--- src/assembler_number_literal_parser_unit_defines.svh ---
// Assertion macros for the number literal parser.
`ifndef ASSEMBLER_NUMBER_LITERAL_PARSER_UNIT_DEFINES_SVH
`define ASSEMBLER_NUMBER_LITERAL_PARSER_UNIT_DEFINES_SVH

`ifndef SYNTHESIS

`define ALNP_ASSERT_RST(label, clk, rst_n, prop, msg) \
    label: assert property (@(posedge clk) disable iff (!(rst_n)) (prop)) else $error(msg);

`define ALNP_ASSERT_CLK(label, clk, prop, msg) \
    label: assert property (@(posedge clk) (prop)) else $error(msg);

`else

`define ALNP_ASSERT_RST(label, clk, rst_n, prop, msg)

`define ALNP_ASSERT_CLK(label, clk, prop, msg)

`endif

`endif

--- src/alnp_pkg.sv ---
`timescale 1ns / 1ps
`default_nettype none

package alnp_pkg;

    localparam int LENGTH_LIMIT = 255;
    localparam int CNT_W        = 8;
    localparam int VAL_W        = 64;
    localparam int NUM_LANES    = 4;

    typedef logic [CNT_W-1:0] t_count;
    typedef logic [VAL_W-1:0] t_value;
    typedef logic [1:0]       t_lane;
    typedef logic [4:0]       t_digit;

    localparam t_lane LANE_BIN = 2'd0;
    localparam t_lane LANE_OCT = 2'd1;
    localparam t_lane LANE_DEC = 2'd2;
    localparam t_lane LANE_HEX = 2'd3;

    localparam t_digit DIGIT_NONE       = 5'd16;
    localparam t_digit DIGIT_UNDERSCORE = 5'd17;

    localparam logic [7:0] CH_MINUS      = 8'h2D;
    localparam logic [7:0] CH_DOLLAR     = 8'h24;
    localparam logic [7:0] CH_ZERO       = 8'h30;
    localparam logic [7:0] CH_NINE       = 8'h39;
    localparam logic [7:0] CH_UPPER_A    = 8'h41;
    localparam logic [7:0] CH_UPPER_Z    = 8'h5A;
    localparam logic [7:0] CH_UNDERSCORE = 8'h5F;
    localparam logic [7:0] CH_LOWER_A    = 8'h61;
    localparam logic [7:0] CH_LOWER_B    = 8'h62;
    localparam logic [7:0] CH_LOWER_D    = 8'h64;
    localparam logic [7:0] CH_LOWER_F    = 8'h66;
    localparam logic [7:0] CH_LOWER_H    = 8'h68;
    localparam logic [7:0] CH_LOWER_O    = 8'h6F;
    localparam logic [7:0] CH_LOWER_Q    = 8'h71;
    localparam logic [7:0] CH_LOWER_T    = 8'h74;
    localparam logic [7:0] CH_LOWER_X    = 8'h78;
    localparam logic [7:0] CH_LOWER_Y    = 8'h79;
    localparam logic [7:0] CASE_OFFSET   = 8'h20;

    typedef struct packed {
        logic  valid;
        t_lane lane;
    } t_lane_sel;

    function automatic t_count sat_inc(input t_count v);
        return (32'(v) >= LENGTH_LIMIT) ? t_count'(LENGTH_LIMIT) : t_count'(v + 1'b1);
    endfunction

    function automatic logic [7:0] fold_case(input logic [7:0] c);
        return (c inside {[CH_UPPER_A:CH_UPPER_Z]}) ? 8'(c + CASE_OFFSET) : c;
    endfunction

    function automatic t_digit digit_of(input logic [7:0] c);
        logic [7:0] f;
        t_digit     d;
        f = fold_case(c);
        if (c inside {[CH_ZERO:CH_NINE]}) begin
            d = t_digit'(c - CH_ZERO);
        end else if (f inside {[CH_LOWER_A:CH_LOWER_F]}) begin
            d = t_digit'(f - CH_LOWER_A + 8'd10);
        end else if (c == CH_UNDERSCORE) begin
            d = DIGIT_UNDERSCORE;
        end else begin
            d = DIGIT_NONE;
        end
        return d;
    endfunction

    function automatic t_lane_sel letter_lane(input logic [7:0] c);
        t_lane_sel s;
        s = '{valid: 1'b1, lane: LANE_BIN};
        case (fold_case(c))
            CH_LOWER_Y:             s.lane = LANE_BIN;
            CH_LOWER_O, CH_LOWER_Q: s.lane = LANE_OCT;
            CH_LOWER_T:             s.lane = LANE_DEC;
            CH_LOWER_H, CH_LOWER_X: s.lane = LANE_HEX;
            default:                s.valid = 1'b0;
        endcase
        return s;
    endfunction

    function automatic logic [4:0] lane_radix(input t_lane l);
        logic [4:0] r;
        case (l)
            LANE_BIN: r = 5'd2;
            LANE_OCT: r = 5'd8;
            LANE_DEC: r = 5'd10;
            default:  r = 5'd16;
        endcase
        return r;
    endfunction

endpackage

`default_nettype wire

--- src/assembler_number_literal_parser_unit.sv ---
`timescale 1ns / 1ps
`default_nettype none
`include "assembler_number_literal_parser_unit_defines.svh"

// Number literal parser: takes one source character per transaction (tuser high on the
// first character of a literal) and emits one result transaction at the character that
// ends the literal: the first body character that is not a hex digit or an underscore.
// Sign, '$' and 0-letter prefixes, base suffixes h/x, y, t, o/q and underscores are
// handled; binary, octal, decimal and hex values build up side by side and the base is
// picked at the terminator. One character is accepted every cycle unless the input is
// stalled; the result is registered and appears in the cycle after its terminator, held
// in an output register that stalls the input only while a result waits and the sink is
// not ready. Values wrap modulo 2^64; counts saturate at 255.
module assembler_number_literal_parser_unit (
    input  wire logic        i_clk,
    input  wire logic        i_rst_n,
    input  wire logic        s_axis_tvalid,
    output logic             s_axis_tready,
    input  wire logic [7:0]  s_axis_tdata,   // [7:0] char_code
    input  wire logic        s_axis_tuser,   // [0] start_req
    output logic             m_axis_tvalid,
    input  wire logic        m_axis_tready,
    output logic [87:0]      m_axis_tdata,   // [63:0] value, [71:64] digit_count,
                                             // [79:72] consumed, [80] suffix_used
    output logic             m_axis_tuser    // [0] found
);

    typedef enum logic [2:0] {
        PH_IDLE,
        PH_START,
        PH_SIGNED,
        PH_ZERO,
        PH_BODY
    } t_phase;

    t_phase             r_phase, n_phase;
    logic               r_neg, n_neg;
    logic               r_zp, n_zp;
    alnp_pkg::t_lane_sel r_fb, n_fb;
    alnp_pkg::t_value   r_acc  [alnp_pkg::NUM_LANES];
    alnp_pkg::t_value   n_acc  [alnp_pkg::NUM_LANES];
    alnp_pkg::t_count   r_dc   [alnp_pkg::NUM_LANES];
    alnp_pkg::t_count   n_dc   [alnp_pkg::NUM_LANES];
    alnp_pkg::t_count   r_sp   [alnp_pkg::NUM_LANES];
    alnp_pkg::t_count   n_sp   [alnp_pkg::NUM_LANES];
    logic [alnp_pkg::NUM_LANES-1:0] r_stopped, n_stopped;
    alnp_pkg::t_count   r_cnt, n_cnt;

    logic               r_m_valid;
    logic               r_found, n_found;
    alnp_pkg::t_value   r_value, n_value;
    alnp_pkg::t_count   r_dcount, n_dcount;
    alnp_pkg::t_count   r_cons, n_cons;
    logic               r_sfx, n_sfx;
    logic               res_fire;
    logic               in_accept;

    assign s_axis_tready = !r_m_valid || m_axis_tready;
    assign in_accept     = s_axis_tvalid && s_axis_tready;

    always_comb begin
        logic               done;
        logic [7:0]         c;
        logic [7:0]         f;
        alnp_pkg::t_count   pos;
        alnp_pkg::t_digit   d;
        alnp_pkg::t_lane_sel ls;
        alnp_pkg::t_lane    lane;
        alnp_pkg::t_count   stop;
        alnp_pkg::t_count   n;
        alnp_pkg::t_value   a;
        alnp_pkg::t_value   m;

        c    = s_axis_tdata;
        f    = alnp_pkg::fold_case(c);
        done = 1'b0;
        pos  = '0;
        d    = alnp_pkg::digit_of(c);
        ls   = '0;
        lane = alnp_pkg::LANE_BIN;
        stop = '0;
        n    = '0;
        a    = '0;
        m    = '0;

        n_phase   = r_phase;
        n_neg     = r_neg;
        n_zp      = r_zp;
        n_fb      = r_fb;
        n_acc     = r_acc;
        n_dc      = r_dc;
        n_sp      = r_sp;
        n_stopped = r_stopped;
        n_cnt     = r_cnt;

        res_fire = 1'b0;
        n_found  = 1'b0;
        n_value  = '0;
        n_dcount = '0;
        n_cons   = '0;
        n_sfx    = 1'b0;

        if (in_accept) begin
            if (s_axis_tuser) begin
                n_phase   = PH_START;
                n_neg     = 1'b0;
                n_zp      = 1'b0;
                n_fb      = '0;
                n_cnt     = '0;
                n_stopped = '0;
                for (int i = 0; i < alnp_pkg::NUM_LANES; i++) begin
                    n_acc[i] = '0;
                    n_dc[i]  = '0;
                    n_sp[i]  = '0;
                end
            end else if (r_phase == PH_IDLE) begin
                done = 1'b1;
            end
            pos = n_cnt;

            if (!done && n_phase == PH_START) begin
                n_phase = PH_SIGNED;
                if (c == alnp_pkg::CH_MINUS) begin
                    n_neg = 1'b1;
                    n_cnt = alnp_pkg::sat_inc(pos);
                    done  = 1'b1;
                end
            end

            if (!done && n_phase == PH_SIGNED) begin
                n_phase = PH_BODY;
                if (c == alnp_pkg::CH_DOLLAR) begin
                    n_fb  = '{valid: 1'b1, lane: alnp_pkg::LANE_HEX};
                    n_cnt = alnp_pkg::sat_inc(pos);
                    done  = 1'b1;
                end else if (c == alnp_pkg::CH_ZERO) begin
                    n_zp    = 1'b1;
                    n_phase = PH_ZERO;
                    n_cnt   = alnp_pkg::sat_inc(pos);
                    done    = 1'b1;
                end
            end else if (!done && n_phase == PH_ZERO) begin
                ls = alnp_pkg::letter_lane(c);
                if (f == alnp_pkg::CH_LOWER_B) begin
                    ls = '{valid: 1'b1, lane: alnp_pkg::LANE_BIN};
                end else if (f == alnp_pkg::CH_LOWER_D) begin
                    ls = '{valid: 1'b1, lane: alnp_pkg::LANE_DEC};
                end
                n_phase = PH_BODY;
                if (ls.valid) begin
                    n_fb  = ls;
                    n_cnt = alnp_pkg::sat_inc(pos);
                    done  = 1'b1;
                end
            end

            if (!done) begin
                if (d == alnp_pkg::DIGIT_UNDERSCORE) begin
                    n_cnt = alnp_pkg::sat_inc(pos);
                end else if (d < alnp_pkg::DIGIT_NONE) begin
                    for (int i = 0; i < alnp_pkg::NUM_LANES; i++) begin
                        a = n_acc[i];
                        case (alnp_pkg::t_lane'(i))
                            alnp_pkg::LANE_BIN: m = {a[62:0], 1'b0};
                            alnp_pkg::LANE_OCT: m = {a[60:0], 3'b000};
                            alnp_pkg::LANE_DEC: m = {a[60:0], 3'b000} + {a[62:0], 1'b0};
                            default:            m = {a[59:0], 4'b0000};
                        endcase
                        if (!n_stopped[i]) begin
                            if (d < alnp_pkg::lane_radix(alnp_pkg::t_lane'(i))) begin
                                n_acc[i] = m + alnp_pkg::t_value'(d);
                                n_dc[i]  = alnp_pkg::sat_inc(n_dc[i]);
                            end else begin
                                n_stopped[i] = 1'b1;
                                n_sp[i]      = pos;
                            end
                        end
                    end
                    n_cnt = alnp_pkg::sat_inc(pos);
                end else begin
                    ls = alnp_pkg::letter_lane(c);
                    if (n_fb.valid) begin
                        lane = n_fb.lane;
                    end else if (ls.valid) begin
                        lane  = ls.lane;
                        n_sfx = 1'b1;
                    end else begin
                        lane = n_zp ? alnp_pkg::LANE_OCT : alnp_pkg::LANE_DEC;
                    end
                    stop = n_stopped[lane] ? n_sp[lane] : pos;
                    n    = n_dc[lane];
                    res_fire = 1'b1;
                    if (n != '0 || n_zp) begin
                        n_found  = 1'b1;
                        n_value  = n_neg ? alnp_pkg::t_value'(-n_acc[lane]) : n_acc[lane];
                        n_dcount = (n != '0) ? n : alnp_pkg::t_count'(1);
                        n_cons   = n_sfx ? alnp_pkg::sat_inc(stop) : stop;
                    end else begin
                        n_sfx = 1'b0;
                    end
                    n_phase   = PH_IDLE;
                    n_neg     = 1'b0;
                    n_zp      = 1'b0;
                    n_fb      = '0;
                    n_cnt     = '0;
                    n_stopped = '0;
                    for (int i = 0; i < alnp_pkg::NUM_LANES; i++) begin
                        n_acc[i] = '0;
                        n_dc[i]  = '0;
                        n_sp[i]  = '0;
                    end
                end
            end
        end
    end

    always_ff @(posedge i_clk) begin
        if (!i_rst_n) begin
            r_phase   <= PH_IDLE;
            r_neg     <= 1'b0;
            r_zp      <= 1'b0;
            r_fb      <= '0;
            r_cnt     <= '0;
            r_stopped <= '0;
            for (int i = 0; i < alnp_pkg::NUM_LANES; i++) begin
                r_acc[i] <= '0;
                r_dc[i]  <= '0;
                r_sp[i]  <= '0;
            end
            r_m_valid <= 1'b0;
        end else begin
            r_phase   <= n_phase;
            r_neg     <= n_neg;
            r_zp      <= n_zp;
            r_fb      <= n_fb;
            r_cnt     <= n_cnt;
            r_stopped <= n_stopped;
            r_acc     <= n_acc;
            r_dc      <= n_dc;
            r_sp      <= n_sp;
            if (res_fire) begin
                r_m_valid <= 1'b1;
            end else if (m_axis_tready) begin
                r_m_valid <= 1'b0;
            end
        end
        if (res_fire) begin
            r_found  <= n_found;
            r_value  <= n_value;
            r_dcount <= n_dcount;
            r_cons   <= n_cons;
            r_sfx    <= n_sfx;
        end
    end

    assign m_axis_tvalid = r_m_valid;
    assign m_axis_tuser  = r_found;
    assign m_axis_tdata  = {7'b0, r_sfx, r_cons, r_dcount, r_value};

    `ALNP_ASSERT_RST(a_not_found_zero, i_clk, i_rst_n,
        r_m_valid && !r_found |-> r_value == '0 && r_dcount == '0 && r_cons == '0 && !r_sfx,
        "not-found result carries nonzero fields")
    `ALNP_ASSERT_RST(a_found_has_count, i_clk, i_rst_n,
        r_m_valid && r_found |-> r_dcount != '0,
        "found result with zero digit count")
    `ALNP_ASSERT_RST(a_suffix_consumed, i_clk, i_rst_n,
        r_m_valid && r_sfx |-> r_found && r_cons != '0,
        "suffix taken without consumed characters")
    `ALNP_ASSERT_RST(a_idle_cleared, i_clk, i_rst_n,
        r_phase == PH_IDLE |-> r_cnt == '0 && !r_neg && !r_zp && !r_fb.valid && r_stopped == '0,
        "idle phase with literal state left over")

endmodule

`default_nettype wire

--- config.mk ---
export PLATFORM = sky130hd
export DESIGN_NAME = assembler_number_literal_parser_unit
export DESIGN_NICKNAME = d
export VERILOG_FILES = /design/src/alnp_pkg.sv /design/src/assembler_number_literal_parser_unit.sv
export VERILOG_INCLUDE_DIRS = /design/src /design/src/src
export SDC_FILE = /design/constraint.sdc
export NUM_CORES = 2
export LEC_CHECK = 0
export BUFFER_PORTS_ARGS = -buffer_cell sky130_fd_sc_hd__buf_2
export CORE_MARGIN = 2
export CORE_UTILIZATION = 55
export DETAILED_ROUTE_END_ITERATION = 10
export PLACE_DENSITY_LB_ADDON = 0.08
export SKIP_LAST_GASP = 1
export SYNTH_ARGS = -nofsm -noshare
export SYNTH_HDL_FRONTEND = slang
export SYNTH_SLANG_ARGS = --single-unit
--- constraint.sdc ---
create_clock -name i_clk -period 25 [get_ports i_clk]
set_clock_uncertainty 0.15 [all_clocks]
set_input_delay 2.5 -clock i_clk [delete_from_list [all_inputs] [get_ports i_clk]]
set_output_delay 2.5 -clock i_clk [all_outputs]
set_load 0.01 [all_outputs]
==> qor.yml <==
power_and_ir_drop:
  peakVddDrop_mv: 0.04086
  clockPowerShare_pct: 46.9
  seqPwrFrac_pct: 45.4
  p_leak_nw: 13.26
  switching_share_pct: 26.12
  p_int_mw: 1.152
  combPwrFrac_pct: 7.7
  power_density_mw_per_mm2: 42.68
  switching_power_uw: 407.2
global_route:
  grt_start_max_net_pins: 132
  first_global_vias: 32270
  track_usage_pct: 42.03
  overflow: 0
  antenna_found_initial: 0
  grt_first_pass_wirelength_um: 206000
final_layout:
  nets: 4489
  syn_to_final_growth_pct: 6.322
  fillers: 5854
  finalNonFillerCells: 5263
  layout-drive-gt1-share_pct: 8.949
drt:
  post_drt_wl_per_cell_um: 26.37
  first_pass_iters: 8
  drt_iter0_markers: 4497
  vias: 35660
  totalWireLength_um: 138800
  drc: 0
  viasPerCell: 6.776
  ant_nets: 0
sta:
  max_slew_margin_pct: 13.60
  period_needed_ns: 9.092
  rsz0062_at_grt: "no"
  finalHoldViolCount: 0
  fmax_mhz: 110.0
  setup_viol: 0
  drv_slew: 0
  finalSetupTns_ns: 0
  fin_hold_ws_ns: 0.3034
  worstMarginPinSlew_ns: 1.296
  finalCritPeriodShare_pct: 36.37
job:
  max_cap_violations: 0
min_path:
  whs_endpoint: "r_dc[1]"
  min_path_cells: 2
  holdCritPathClass: "flop to flop"
  hold_start: "r_dc[1]"
yosys:
  ys_ff_latch: 423
  synth_async_sr_flop_share_pct: 0
  synth_edf_count: 82
  syn-cell-area_sq_mm: 0.03436
  synthCells: 4522
  yosysUniqueCellTypes: 127
  syn_area_per_cell_sq_um: 7.598
  yosysWarningCount: 0
  synth_ff_type: "dfxtp_1"
  seq_area_frac_synth_pct: 27.04
worst_setup_path:
  cp_max_fo: 9
  rrSetupSlack_ns: 17.83
  criticalPathCategory: "primary input to flop"
  reg2reg_from: "r_phase[0]"
  crit_path_end_kind: "flop"
  cp-start-kind: "primary input"
  r2r.worst_path.cells: 15
  cp_data_required_time_ns: 25.31
  worst_r2r_endpoint: "r_value[63]"
  arrival_ns: 9.40
cts:
  htreeDepth: 2
  postCtsSetupBuffers: 0
  path_clk_slew_ns: 0.06
  clk_latency_ns: 0.62
  cts_tree: "yes"
  clock_sinks: 423
  cts_buffers: 47
  clock-root-buffer: "clkbuf_16"
  hold_buffers: 0
  post_cts_resized: 0
  clk_path_buf_depth: 3
floorplanning:
  die_area_sq_mm: 0.06448
  io_pins: 104
  num_rows: 91
  die_w_um: 253.9
  start_util_pct: 55.67
  die_h_um: 253.9
  core_sq_mm: 0.06171
status:
  status: "finished clean"
placement:
  dp_hpwl_um: 102100
  portBuffers: 96
  gp_congestion: 1.042
  place_inst: 5175
## critical path, stage by stage
cell,delay [ns]
buf_2,0.14
inv_1,0.12
ha_1,0.38
or3b_1,0.41
nor3_1,0.35
a211oi_1,0.12
a2bb2oi_1,0.18
nor4_2,0.55
a31oi_1,0.18
inv_1,0.28
ha_1,0.22
inv_1,0.05
fa_1,0.43
or3b_2,0.54
or3_1,0.51
nand4b_1,0.47
nor3_1,0.59
nand4_1,0.32
nor3_1,0.26
xnor2_1,0.15
a21oi_1,0.08
o21ai_0,0.26
nand2_1,0.09
a21oi_1,0.15
nor2_1,0.05
## logic make-up after synthesis
logic type,share of synthesized area (%)
AOI/OAI and AO/OA,23.61
muxes,5.950
adders and majority gates,3.328
and+or+nand+nor,27.25
buffers and inverters,5.568
other,0.01091
DFF,27.04
xor gates and xnor gates,7.240
## registers in the layout, summed over array words and instances (netlist names)
register / flops
m_axis_tuser: 1
m_axis_tvalid: 1
r_acc: 256
r_cnt: 8
r_cons: 8
r_dc: 32
r_dcount: 8
r_fb: 3
r_neg: 1
r_phase: 3
r_sfx: 1
r_sp: 32
r_stopped: 4
r_value: 64
r_zp: 1
## worst max-delay path by stage
stage / startpoint / endpoint
after detailed placement: s_axis_tdata[0] / r_acc[189]
after floorplan: s_axis_tuser / r_acc[126]
after global placement: s_axis_tdata[0] / r_acc[189]
after global routing: s_axis_tdata[0] / r_acc[189]
after CTS: s_axis_tdata[0] / r_acc[189]
final: s_axis_tdata[0] / r_acc[189]
## cell usage in the layout, fill, tap and decap left out, types with 21 or more instances in the layout
cell type  count
inv_1         69
clkbuf_16     52
o221ai_1      33
nand2_1      444
nand4_1       74
a22oi_1      214
o21ai_0      222
ha_1          85
buf_2         95
dfxtp_1      341
mux2i_1       97
nor3b_1       22
a21o_1        55
o211ai_1      33
nor4_1        24
xor2_1       109
and4_1        21
edfxtp_1      82
and3_1        63
a21oi_1      288
nor2_1       631
a31oi_1       36
buf_4         66
nor2b_1      131
mux4_2        32
a211oi_1      29
nor3_1       123
and2_1        25
mux2_2        26
nand3_1      206
or2_2         22
xnor2_1      175
or3_1         46
## layout make-up
class,count,area [sq um],area share (%)
clock inverters,18,153.9,0.4213
multi-input cells,3677,23280,63.74
inverters,75,292.8,0.8015
well taps,837,1047,2.867
repair buffers,163,1006,2.754
clock buffers,69,1455,3.983
flip-flops and latches,423,9289,25.43
diodes,1,2.502,0.006850
## through the flow
step | cell area [sq um] | power (mW) | setup slack (ns) | util (%)
floorplan | 34380 | 0.7942 | 14.60 | -
global placement | 34920 | 0.8380 | 15.45 | 56.58
detailed placement | 34920 | 0.8377 | 15.50 | 56.58
CTS | 36530 | 1.557 | 16.10 | 59.19
global route | 36530 | 1.591 | 15.57 | 59.19
finish | 36530 | 1.559 | 15.91 | 59.19
## power by group through the flow
stage                     combinational [mW]  sequential [mW]  clock, mW
after detailed placement               0.116            0.722          0
after global placement                 0.116            0.722          0
after CTS                              0.116            0.707      0.734
after global routing                   0.125            0.707      0.758
after floorplan                       0.0720            0.722          0
final                                  0.120            0.707      0.732
## per-layer routing
layer / part of all wire (%) / wire length (um) / track usage, % / up-vias
met3: 12 / 16240 / 9.393 / 384
met1: 40 / 55170 / 56.11 / 16990
met5: 0 / 0 / 0 / -
met4: 6.2 / 8555 / 23.26 / 0
met2: 42 / 58810 / 62.71 / 2039
li1: - / - / - / 16250
## synth_stat cells (14+ instances only)
| master | instances | area [sq um] |
|---|---|---|
| a211oi_1 | 29 | 217.7 |
| a21o_1 | 55 | 412.9 |
| a21oi_1 | 291 | 1456 |
| a221oi_1 | 18 | 157.7 |
| a22oi_1 | 214 | 1607 |
| a31oi_1 | 36 | 225.2 |
| a32oi_1 | 15 | 131.4 |
| and2_1 | 26 | 162.7 |
| and3_1 | 63 | 394.1 |
| and4_1 | 21 | 183.9 |
| buf_1 | 26 | 97.59 |
| buf_2 | 29 | 145.1 |
| buf_4 | 19 | 142.6 |
| buf_6 | 16 | 180.2 |
| clkbuf_1 | 256 | 960.9 |
| dfxtp_1 | 341 | 6827 |
| edfxtp_1 | 82 | 2462 |
| ha_1 | 85 | 1064 |
| inv_1 | 72 | 270.3 |
| mux2_2 | 26 | 292.8 |
| mux2i_1 | 97 | 970.9 |
| mux4_2 | 32 | 720.7 |
| nand2_1 | 445 | 1670 |
| nand2b_1 | 15 | 93.84 |
| nand3_1 | 206 | 1031 |
| nand3b_1 | 17 | 127.6 |
| nand4_1 | 74 | 462.9 |
| nor2_1 | 638 | 2395 |
| nor2b_1 | 131 | 819.5 |
| nor3_1 | 124 | 620.6 |
| nor3b_1 | 22 | 165.2 |
| nor4_1 | 25 | 156.4 |
| o211ai_1 | 33 | 247.7 |
| o21a_1 | 14 | 105.1 |
| o21ai_0 | 224 | 1121 |
| o21bai_1 | 20 | 150.1 |
| o221ai_1 | 33 | 289.0 |
| o22ai_1 | 14 | 87.58 |
| o311ai_0 | 18 | 157.7 |
| o31ai_1 | 19 | 142.6 |
| or2_2 | 22 | 137.6 |
| or3_1 | 46 | 287.8 |
| xnor2_1 | 175 | 1533 |
| xor2_1 | 109 | 954.7 |
Power figures use the tool's default switching activity.
